**src/sv/apsp_pkg.sv**
```systemverilog
package apsp_pkg;

	// default sizes, handed down through the top level parameters
	localparam int MAX_VERTICES_DEF = 64;
	localparam int DIST_BITS_DEF    = 24;

	// fixed field widths of the item and result, and the vertex count width
	localparam int VERTEX_BITS   = 6;
	localparam int LEN_BITS      = 16;
	localparam int OUT_DIST_BITS = 24;
	localparam int COUNT_BITS    = 7;

	localparam logic [COUNT_BITS-1:0] VERTEX_COUNT_RST = 7'd64;

	typedef enum logic [1:0] {
		OP_WRITE_EDGE  = 2'd0,
		OP_CLEAR_EDGES = 2'd1,
		OP_COMPUTE     = 2'd2,
		OP_QUERY       = 2'd3
	} op_t;

	typedef struct packed {
		op_t                    op;
		logic [VERTEX_BITS-1:0] src_vertex;
		logic [VERTEX_BITS-1:0] dst_vertex;
		logic [LEN_BITS-1:0]    edge_length;
	} apsp_item_t;

	typedef struct packed {
		logic [OUT_DIST_BITS-1:0] distance;
		logic                     reachable;
		logic                     status;
	} apsp_result_t;

	// controller to datapath
	typedef struct packed {
		logic accept;
		logic wipe;
		logic exec;
		logic clear;
		logic fill;
		logic row_rd;
		logic row_chk;
		logic col;
		logic finish;
	} apsp_cmd_t;

	// datapath to controller
	typedef struct packed {
		op_t  op;
		logic n_zero;
		logic dik_inf;
	} apsp_sts_t;

endpackage

```
**src/sv/apsp_ctrl.sv**
```systemverilog
module apsp_ctrl #(
	parameter int VW = 6
) (
	input  logic                   clk,
	input  logic                   arst_n,
	input  logic                   start,
	output logic                   busy,
	input  apsp_pkg::apsp_sts_t    sts,
	input  logic [VW-1:0]          last_idx,
	output apsp_pkg::apsp_cmd_t    cmd,
	output logic [2*VW-1:0]        cnt,
	output logic [VW-1:0]          k_idx,
	output logic [VW-1:0]          i_idx,
	output logic [VW-1:0]          j_idx
);

	import apsp_pkg::*;

	localparam int AW = 2 * VW;

	typedef enum logic [8:0] {
		ST_WIPE    = 9'b0_0000_0001,
		ST_IDLE    = 9'b0_0000_0010,
		ST_EXEC    = 9'b0_0000_0100,
		ST_CLEAR   = 9'b0_0000_1000,
		ST_FILL    = 9'b0_0001_0000,
		ST_ROW_RD  = 9'b0_0010_0000,
		ST_ROW_CHK = 9'b0_0100_0000,
		ST_COL     = 9'b0_1000_0000,
		ST_DONE    = 9'b1_0000_0000
	} state_t;

	state_t         st_q, st_d;
	logic [AW-1:0]  cnt_q;
	logic [VW-1:0]  k_q, i_q, j_q;
	logic           accept;
	logic           adv_row;
	logic           last_row;

	assign busy     = !(st_q == ST_IDLE || st_q == ST_DONE);
	assign accept   = start && !busy;
	assign last_row = (i_q == last_idx) && (k_q == last_idx);
	assign adv_row  = (st_q == ST_ROW_CHK && sts.dik_inf) ||
	                  (st_q == ST_COL && j_q == last_idx);

	assign cnt   = cnt_q;
	assign k_idx = k_q;
	assign i_idx = i_q;
	assign j_idx = j_q;

	always_comb begin
		cmd        = '0;
		cmd.accept = accept;
		st_d       = st_q;
		unique case (st_q)
			ST_WIPE: begin
				cmd.wipe = 1'b1;
				if (&cnt_q) st_d = ST_IDLE;
			end
			ST_IDLE: begin
				if (accept) st_d = ST_EXEC;
			end
			ST_EXEC: begin
				cmd.exec = 1'b1;
				unique case (sts.op)
					OP_CLEAR_EDGES: st_d = ST_CLEAR;
					OP_COMPUTE:     st_d = ST_FILL;
					OP_WRITE_EDGE:  st_d = ST_DONE;
					OP_QUERY:       st_d = ST_DONE;
					default:        st_d = ST_DONE;
				endcase
			end
			ST_CLEAR: begin
				cmd.clear = 1'b1;
				if (&cnt_q) st_d = ST_DONE;
			end
			ST_FILL: begin
				cmd.fill = 1'b1;
				if (&cnt_q) st_d = sts.n_zero ? ST_DONE : ST_ROW_RD;
			end
			ST_ROW_RD: begin
				cmd.row_rd = 1'b1;
				st_d       = ST_ROW_CHK;
			end
			ST_ROW_CHK: begin
				cmd.row_chk = 1'b1;
				if (sts.dik_inf) st_d = last_row ? ST_DONE : ST_ROW_RD;
				else st_d = ST_COL;
			end
			ST_COL: begin
				cmd.col = 1'b1;
				if (j_q == last_idx) st_d = last_row ? ST_DONE : ST_ROW_RD;
			end
			ST_DONE: begin
				cmd.finish = 1'b1;
				st_d       = accept ? ST_EXEC : ST_IDLE;
			end
			default: st_d = ST_IDLE;
		endcase
	end

	always_ff @(posedge clk or negedge arst_n) begin
		if (!arst_n) begin
			st_q  <= ST_WIPE;
			cnt_q <= '0;
			k_q   <= '0;
			i_q   <= '0;
			j_q   <= '0;
		end else begin
			st_q <= st_d;
			// sweep counter wraps back to zero at the end of each pass
			if (st_q == ST_WIPE || st_q == ST_CLEAR || st_q == ST_FILL) begin
				cnt_q <= cnt_q + AW'(1);
			end
			if (st_q == ST_FILL) begin
				k_q <= '0;
				i_q <= '0;
				j_q <= '0;
			end else if (adv_row) begin
				j_q <= '0;
				if (i_q == last_idx) begin
					i_q <= '0;
					k_q <= k_q + VW'(1);
				end else begin
					i_q <= i_q + VW'(1);
				end
			end else if (st_q == ST_COL) begin
				j_q <= j_q + VW'(1);
			end
		end
	end

	a_exec_after_accept: assert property (@(posedge clk) disable iff (!arst_n)
		(st_q == ST_EXEC) |-> $past(start && !busy))
		else $error("command executed without an accepted start");

	a_loop_bounds: assert property (@(posedge clk) disable iff (!arst_n)
		(st_q == ST_COL) |-> (j_q <= last_idx && i_q <= last_idx && k_q <= last_idx))
		else $error("relaxation index beyond vertex count");

endmodule

```
**config.mk**
```make
export PLATFORM = sky130hd
export DESIGN_NAME = apsp_ctrl
export DESIGN_NICKNAME = d
export VERILOG_FILES = /design/src/sv/apsp_pkg.sv /design/src/sv/apsp_ctrl.sv
export SDC_FILE = /design/constraint.sdc
export NUM_CORES = 1
export LEC_CHECK = 0
export BUFFER_PORTS_ARGS = -buffer_cell sky130_fd_sc_hd__clkbuf_2
export CAP_MARGIN = 10
export CORE_ASPECT_RATIO = 0.9
export CORE_MARGIN = 1.5
export CORE_UTILIZATION = 50
export DETAILED_ROUTE_END_ITERATION = 10
export PLACE_DENSITY = 0.78
export SETUP_SLACK_MARGIN = 0.5
export SYNTH_ARGS = -nofsm -noshare
export SYNTH_HDL_FRONTEND = slang
export SYNTH_SLANG_ARGS = --single-unit
```
**constraint.sdc**
```tcl
create_clock -name clk -period 2.3 [get_ports clk]
set_input_delay 0 -clock clk [delete_from_list [all_inputs] [get_ports clk]]
set_output_delay 0 -clock clk [all_outputs]
set_load 0.1 [all_outputs]
```
==> results.toml, run 1 <==
[drt]
routed_wl_mm = 9.580
vias = 2796
dr.pass1.iters = 5
drtAntennaViolNets = 0
avgViaCountPerCell = 6.472
wl_per_cell_um = 22.18
drt_iter0_markers = 414
drc_errors = 0

[yosys]
synth_mux_area_frac = 0.02876
synthesis.area_mm2 = 0.002436
synth-simple-area-share = 0.2789
yosysUniqueCellTypes = 51
synth-edff-count = 0
synth_top_area_share = 0.3903
synth_fa_ha_area_frac = 0.03082
seq_area_frac_synth = 0.4011
synthArstFlopShare = 1.000
synth_xor_area_frac = 0.1258
ys_ff_latch = 39
synth_area_leaders = "dfrtp_1 (39%), xnor2_1 (6.8%), xor2_1 (5.8%)"
synthTopCellsByCount = "dfrtp_1 (38), nand2_1 (21), nor2_1 (21)"
synth-compound-area-share = 0.1094
synth_warnings = 0
synthesis.nets = 279
synth.avg_cell_area_um2 = 9.370
yosysTopAreaCell = "dfrtp_1"
netlist_instances = 260
synth_top_family_by_area = "simple AND/OR/NAND/NOR gates"
synthFlopType = "dfrtp_1"
yosysMostFrequentCell = "dfrtp_1"

[cts]
root_buffer = "clkbuf_8"
clockBufferDepth = 2
cts_buffers = 5
cts_tree = "done"
clk_latency_ns = 0.30
clk_pin_slew_ns = 0.08
h-tree-depth = 2
cts.sinks = 39

[worst_setup_path]
path_delay_family = "simple AND/OR/NAND/NOR gates"
critPathMaxFanout = 6
cp-start-kind = "register"
max_stage_delay_ns = 0.53
cp_slowest_cell = "or4_4"
critPathCaptureType = "register"
required_ns = 2.53
crit_chain = "xnor2_1 -> nand4_1 -> o31a_1 -> or4_4 -> a21oi_2"
worstPathArrival_ns = 2.39
worstSetupPathType = "reg -> reg"
cp_num_buf_inv = 0

[place]
port_buffers = 52
pre_cts_slack_ns = 0.2923
routabilityCongestion = 0.8743
dp_hpwl_mm = 4.569

[die]
die_w_um = 76.58
dieArea_mm2 = 0.005301
die_h_um = 69.22
core-area_mm2 = 0.004576
pin_count = 53
fp-row-count = 23
initial_core_util = 0.5324

[global_routing]
grt_max_degree = 40
grt-ovfl-total = 0
grt_pass1_wl_mm = 12.29
grt_pass1_vias = 2410
grt.total_usage = 0.2948
antenna_found_initial = 0

[finish]
fin_nets = 388
drive_gt1_frac = 0.5784
num-fill-cells = 177
multi_input_area_mm2 = 0.001837
diodes = 0
area_delta_synth_final_pct = 65.28
seqCellArea_mm2 = 0.001041

[pwr]
power_leakage_nw = 1.799
worst_ir_drop_vdd_mv = 0.8224
powerDensity_mw_per_mm2 = 794.3
power_mw = 3.198

[sta]
setup_viol_count_final = 0
tightest_slew_ns = 1.017
setup_ws_ns = 0.1320
period_minus_slack_ns = 2.168
finalHoldViolations = 0
slew_viol_final = 0
rsz0062_at_grt = "yes"
relSlewSlack = 0.3223
whs_ns = 0.09472
final.period_utilization = 0.9426
skew_ns = 0.005031
fmax_mhz = 461.3

[hold_path]
min_path_type = "in -> reg"

[run_status]
outcome = "finished clean"

[flow_run]
cap_violations = 0
-- final cells by class --
| cell class | instances | area share |
|---|---|---|
| Multi-Input combinational cell | 206 | 0.4562 |
| Sequential cell | 39 | 0.2585 |
| Timing Repair Buffer | 110 | 0.2324 |
| Clock buffer | 6 | 0.02051 |
| Tap cell | 62 | 0.01927 |
| Inverter | 7 | 0.009012 |
| Clock inverter | 2 | 0.004040 |
-- per-layer routing --
layer | global-route usage | share of wire | vias up
li1 | - | - | 1154
met1 | 0.4020 | 0.39 | 1341
met2 | 0.4563 | 0.46 | 235
met3 | 0.05395 | 0.089 | 66
met4 | 0.1379 | 0.059 | 0
met5 | 0 | 0 | -
-- tightest hold or removal path, cell delays in order --
cell      delay [ns]
clkbuf_2        0.10
ha_1            0.14
a22o_1          0.13
-- where the power goes --
group	switching (mW)	internal, mW	leakage (nW)
combinational	1.22	0.554	1.28
clock	0.272	0.245	0.0474
sequential	0.133	0.773	0.467
total	1.63	1.57	1.80
-- flip-flops by register name (all words and copies together), names as in the netlist --
signal / cells
cnt: 12
st_q: 9
j_idx: 6
k_idx: 6
i_idx: 6
-- cells by family after synthesis --
family / count (synthesis)
muxes: 7
adders and majority gates: 6
and+or+nand+nor: 120
buffers and inverters: 15
DFF: 39
xor gates and xnor gates: 35
AOI/OAI and AO/OA: 38
-- metrics by stage --
step | setup TNS, ns | area [µm²] | utilization | instances
floorplan | -1.025 | 2648 | - | 260
global placement | 0 | 2999 | 0.6555 | 373
detailed placement | 0 | 2999 | 0.6555 | 373
CTS | 0 | 3596 | 0.7859 | 412
global route | 0 | 4026 | 0.8800 | 432
finish | 0 | 4026 | 0.8800 | 432
-- final timing paths --
| check | start | end | slack, ns | depth (start not counted) |
|---|---|---|---|---|
| worst max-delay path | j_idx[3]$_DFFE_PN0P_ | k_idx[0]$_DFFE_PN0P_ | 0.13 | 5 |
| worst min-delay path | sts[3] | st_q[4]$_DFFE_PN0P_ | 0.09 | 3 |
| worst max register to register | j_idx[3]$_DFFE_PN0P_ | k_idx[0]$_DFFE_PN0P_ | 0.13 | 5 |
| worst min register to register | cnt[8]$_DFFE_PN0P_ | cnt[8]$_DFFE_PN0P_ | 0.48 | 1 |
| max in group asynchronous | arst_n | i_idx[2]$_DFFE_PN0P_ | 1.16 | 2 |
| min in group asynchronous | arst_n | cnt[1]$_DFFE_PN0P_ | 0.40 | 2 |
-- repair_timing --
action                                  in CTS  in global routing
pin swaps                                   16                 32
endpoints found under the setup margin      40                 43
hold buffers                                 4                  0
buffers inserted                            27                 20
hold endpoints to repair                    41                  0
resized for setup                           47                 67
-- layout by cell type (no fill, tap or decap), types with 8 or more instances in the layout --
master    instances
clkbuf_2         42
buf_4            39
dfrtp_2          21
nand2_1          19
xnor2_1          17
xor2_1           14
nand3_1          11
dfrtp_4          10
buf_6            10
buf_12            9
nand2b_1          8
nor3_4            8
nor2_1            8
nor2_4            8
clkbuf_8          8
Note: power is estimated with default switching activity, not from simulation.
==> run 2, diff against run 1 <==
CORE_UTILIZATION = 49   (was 50)
PLACE_DENSITY = 0.8   (was 0.78)
TNS_END_PERCENT = 1   (was not set)
clock period = 1.85 ns   (was 2.3 ns; I/O delays follow)
==> run 2 against run 1 <==
- the run now ends with negative setup slack left
- flip-flop and latch count stayed put
- sequential share of layout area is 1.8 points higher
- clock power is 18% higher
- highest routed layer unchanged
- routed wire length is 28% lower
- critical endpoint is now cmd[6]
==> results.toml, run 2 (synthesis gave the netlist of run 1 again) <==
[finish]
final_cells = 426
area_delta_synth_final_pct = 45.97
diodes = 0
drive_gt1_frac = 0.4017
mostFrequentLayoutCells = "clkbuf_2 (42), buf_4 (42), dfrtp_1 (32), nand2_1 (21)"
fin_nets = 379
largest_reg_flops = 12

[drt]
avgViaCountPerCell = 5.824
drtAntennaViolNets = 0
wl_per_cell_um = 16.27
routed_wl_mm = 6.930
drc_errors = 0
drt_iter0_markers = 206
dr.pass1.iters = 5
vias = 2481

[worst_setup_path]
cp-start-kind = "register"
critPathCaptureType = "primary output"
crit_end = "cmd[6]"
max_stage_delay_ns = 0.58
worstSetupPathType = "reg -> out"
required_ns = 1.85
r2r_slack_ns = -0.10
crit_chain = "or4_4 -> buf_6 -> nor4_4 -> buf_4 -> buf_12"
startpoint = "st_q[8]$_DFFE_PN0P_"
r2r-start = "st_q[8]$_DFFE_PN0P_"
critPathMaxFanout = 3
rr_endpoint = "st_q[4]$_DFFE_PN0P_"
reg2regPathDepth = 7
worstPathArrival_ns = 2.03
cp_slowest_cell = "or4_4"

[pwr]
power_frac_clock = 0.163
power_leakage_nw = 1.647
seq_power_share = 0.291
powerDensity_mw_per_mm2 = 1057
worst_ir_drop_vdd_mv = 0.7852
switching_share = 0.4965
power_mw = 3.759
p_switching_mw = 1.866
p_comb_frac = 0.546
p_int_mw = 1.893

[sta]
period_minus_slack_ns = 2.031
setup_viol_count_final = 9
rsz0062_at_grt = "yes"
whs_ns = 0.1241
slew_viol_final = 0
fin_setup_tns_ns = -0.9448
relSlewSlack = 0.6342
skew_ns = 0.01130
fmax_mhz = 492.3
finalHoldViolations = 0
setup_ws_ns = -0.1812
final.period_utilization = 1.098
tightest_slew_ns = 0.5510

[die]
fp-row-count = 24
die_w_um = 77.33
initial_core_util = 0.5070
pin_count = 53
die_h_um = 69.89
core-area_mm2 = 0.004805
dieArea_mm2 = 0.005404

[cts]
cts_tree = "done"
cts.sinks = 39
h-tree-depth = 2
cts_buffers = 5
clk_pin_slew_ns = 0.08
root_buffer = "clkbuf_8"
clockBufferDepth = 2
clk_latency_ns = 0.31

[global_routing]
grt-ovfl-total = 0
grt_max_degree = 40
grt_pass1_wl_mm = 11.00
grt_pass1_vias = 2279
antenna_found_initial = 0
grt.total_usage = 0.2599

[place]
dp_hpwl_mm = 4.703
routabilityCongestion = 0.9218
port_buffers = 52
dp.cells = 406

[run_status]
outcome = "complete, but fails checks"
violations = "negative setup slack"

[flow_run]
cap_violations = 0

[hold_path]
min_path_type = "in -> reg"
## run 2: cell count changes in the layout (fill, tap and decap cells not counted), moves of 4 or more
cell	before	now
nand3_1	11	15
dfrtp_2	21	6
dfrtp_1	7	32
a21oi_1	5	9
nor2_4	8	2
o31ai_4	4	0
nand3_2	4	0
nor4_2	0	4
buf_6	10	3
dfrtp_4	10	0
a21oi_2	4	0
nor2_1	8	17
nor3_4	8	2
## run 2: per-layer routing
metal,global-route usage,up-vias,share of wire
met4,0.09293,0,0.021
met3,0.04706,17,0.053
met5,0,-,0
met1,0.3598,1221,0.43
li1,-,1140,-
met2,0.4094,103,0.49
## run 2: metrics by stage
stage,util,instance area (µm²),setup WS [ns]
2_1_floorplan,-,2466,-0.7791
3_3_place_gp,0.6625,3183,0.01321
3_5_place_dp,0.6625,3183,-0.04346
4_1_cts,0.7190,3455,-0.1289
5_1_grt,0.7401,3556,-0.2106
6_report,0.7401,3556,-0.1812
## run 2: power groups by stage
stage	Sequential [mW]	Clock, mW	Combinational (mW)
final	1.09	0.612	2.05
after global routing	1.11	0.654	2.14
after CTS	1.08	0.616	1.94
after detailed placement	1.10	0	1.82
after global placement	1.09	0	1.80
after floorplan	1.59	0	0.783
## run 2: what timing repair did
item,CTS,global route
setup endpoints to repair,49,49
setup buffers,7,1
endpoints found under the hold margin,41,0
gates resized for setup,20,21
hold buffers,4,0
pin swaps,18,9
## run 2: worst min path at each step
stage	startpoint	endpoint	slack [ns]	depth (start not counted)
after floorplan	arst_n	cnt[0]$_DFFE_PN0P_	-0.30	0
after global placement	arst_n	i_idx[3]$_DFFE_PN0P_	0.09	2
after detailed placement	arst_n	i_idx[3]$_DFFE_PN0P_	0.09	2
after CTS	sts[3]	st_q[4]$_DFFE_PN0P_	0.06	3
after global routing	sts[3]	st_q[4]$_DFFE_PN0P_	0.13	3
final	sts[2]	st_q[3]$_DFFE_PN0P_	0.12	3
## run 2: cell type report
type | instances | area, µm²
fill | 321 | 1249
tap | 65 | 81.33
clock buffer | 5 | 68.82
inverter | 7 | 26.28
clock inverter | 3 | 23.77
timing repair buffer | 101 | 799.5
multi-input combinational | 206 | 1572
sequential | 39 | 984.7
## run 2: worst max-delay path: cells and delay by family (launching register included)
kind,cells,cell delay [ns]
DFF,1,0.40
and+or+nand+nor,2,0.83
buffers and inverters,3,0.49
==> run 3, diff against run 2 <==
CORE_ASPECT_RATIO = 0.8   (was 0.9)
RECOVER_POWER = 50   (was not set)
==> run 3 against run 2 <==
- the flow still finishes with violations (negative setup slack)
- critical path depth unchanged
- cell count did not move
- non-clock buffer count grew 5
- fmax decreased by 0.21%
- first-iteration DRC count up 21%
- core utilization is 3.4 points higher
- combinational power up 2%
- largest cell class unchanged
- highest routed layer unchanged
==> results.toml, run 3 (synthesis gave the netlist of run 1 again) <==
[run_status]
outcome = "complete, but fails checks"
violations = "negative setup slack"

[global_routing]
grt-ovfl-total = 0
grt.total_usage = 0.2793
grt_pass1_vias = 2284
antenna_found_initial = 0
grt_max_degree = 16
grt_pass1_wl_mm = 11.27

[cts]
cts_tree = "done"
cts.sinks = 39
h-tree-depth = 2
clockBufferDepth = 2
clk_pin_slew_ns = 0.08
cts_buffers = 5
root_buffer = "clkbuf_8"
clk_latency_ns = 0.30

[drt]
avgViaCountPerCell = 5.826
dr.pass1.iters = 4
wl_per_cell_um = 17.34
drt_iter0_markers = 250
routed_wl_mm = 7.388
vias = 2482
drtAntennaViolNets = 0
drc_errors = 0

[sta]
final.period_utilization = 1.100
period_minus_slack_ns = 2.035
relSlewSlack = 0.2235
skew_ns = 0.009707
setup_ws_ns = -0.1854
setup_viol_count_final = 14
whs_ns = 0.009882
rsz0062_at_grt = "yes"
tightest_slew_ns = 1.170
fmax_mhz = 491.3
slew_viol_final = 0
finalHoldViolations = 0

[finish]
mostFrequentLayoutCells = "buf_4 (43), dfrtp_1 (35), clkbuf_2 (33), nand2_1 (18), xnor2_1 (17)"
largest_reg_flops = 12
final_cells = 426
diodes = 0
area_delta_synth_final_pct = 48.64
final_util = 0.7738
drive_gt1_frac = 0.3934
final_common_cell = "buf_4"
fin_nets = 384

[pwr]
p_int_mw = 2.033
power_leakage_nw = 1.674
power_frac_clock = 0.184
power_mw = 3.893
p_comb_frac = 0.536
seq_power_share = 0.280
p_switching_mw = 1.860
worst_ir_drop_vdd_mv = 1.210
powerDensity_mw_per_mm2 = 1075
switching_share = 0.4777

[worst_setup_path]
crit_chain = "buf_6 -> or4_4 -> nor2_2 -> and4_4 -> buf_12"
critPathCaptureType = "primary output"
cp-start-kind = "register"
worstPathArrival_ns = 2.04
required_ns = 1.85
critPathMaxFanout = 3
max_stage_delay_ns = 0.54
cp_slowest_cell = "or4_4"
worstSetupPathType = "reg -> out"

[hold_path]
min_path_type = "in -> reg"

[die]
die_w_um = 81.83
initial_core_util = 0.5206
die_h_um = 66.07
fp-row-count = 22
dieArea_mm2 = 0.005406
core-area_mm2 = 0.004679
pin_count = 53

[place]
pre_cts_slack_ns = -0.09890
dp.cells = 405
dp_hpwl_mm = 5.092
port_buffers = 52
routabilityCongestion = 0.9090

[flow_run]
cap_violations = 0
run 3: per-stage QoR:
stage	cell area, µm²	TNS (ns)
after floorplan	2466	-12.84
after global placement	3207	-0.4460
after detailed placement	3207	-0.4095
after CTS	3461	-1.595
after global routing	3621	-2.761
final	3621	-1.349
run 3: cell type report:
| type | instances | area, µm² |
|---|---|---|
| sequential | 39 | 980.9 |
| fill | 309 | 1059 |
| timing repair buffer | 106 | 834.6 |
| clock inverter | 1 | 30.03 |
| clock buffer | 7 | 76.32 |
| tap | 60 | 75.07 |
| multi-input combinational | 206 | 1598 |
| inverter | 7 | 26.28 |
run 3: routing by layer:
metal / global-route usage / wire length (µm) / up-vias
met4: 0.1038 / 187 / 0
met1: 0.3862 / 3187 / 1207
met5: 0 / 0 / -
li1: - / - / 1154
met2: 0.4395 / 3477 / 101
met3: 0.04414 / 535 / 20
run 3: path summary, 6_finish.rpt:
check | from | end | slack [ns] | cells past startpoint
setup / recovery | st_q[3]$_DFFE_PN0P_ | cmd[3] | -0.19 | 5
hold / removal | sts[1] | st_q[5]$_DFFE_PN0P_ | 0.01 | 3
setup reg to reg | st_q[7]$_DFFE_PN0P_ | st_q[8]$_DFFE_PN0P_ | -0.14 | 6
hold reg to reg | cnt[8]$_DFFE_PN0P_ | cnt[8]$_DFFE_PN0P_ | 0.51 | 1
max in group asynchronous | arst_n | cnt[9]$_DFFE_PN0P_ | 0.52 | 3
min in group asynchronous | arst_n | cnt[5]$_DFFE_PN0P_ | 0.30 | 2
run 3: worst max-delay path: cells and delay by family (launching register included):
| family | cells | cell delay, ns |
|---|---|---|
| buf+inv | 2 | 0.31 |
| flops | 1 | 0.43 |
| simple gates | 3 | 0.99 |
run 3: power groups by stage:
stage          clock, mW  sequential [mW]  combinational [mW]
3_3_place_gp           0             1.09                1.83
3_5_place_dp           0             1.10                1.86
6_report           0.715             1.09                2.09
5_1_grt            0.762             1.10                2.18
4_1_cts            0.708             1.08                1.96
2_1_floorplan          0             1.59               0.783
run 3: timing repair:
| item | CTS | global route |
|---|---|---|
| setup endpoints to repair | 51 | 49 |
| setup buffers | 8 | 2 |
| gates resized for setup | 16 | 36 |
| hold buffers | 3 | 0 |
| endpoints found under the hold margin | 34 | 0 |
| pin swaps | 7 | 13 |
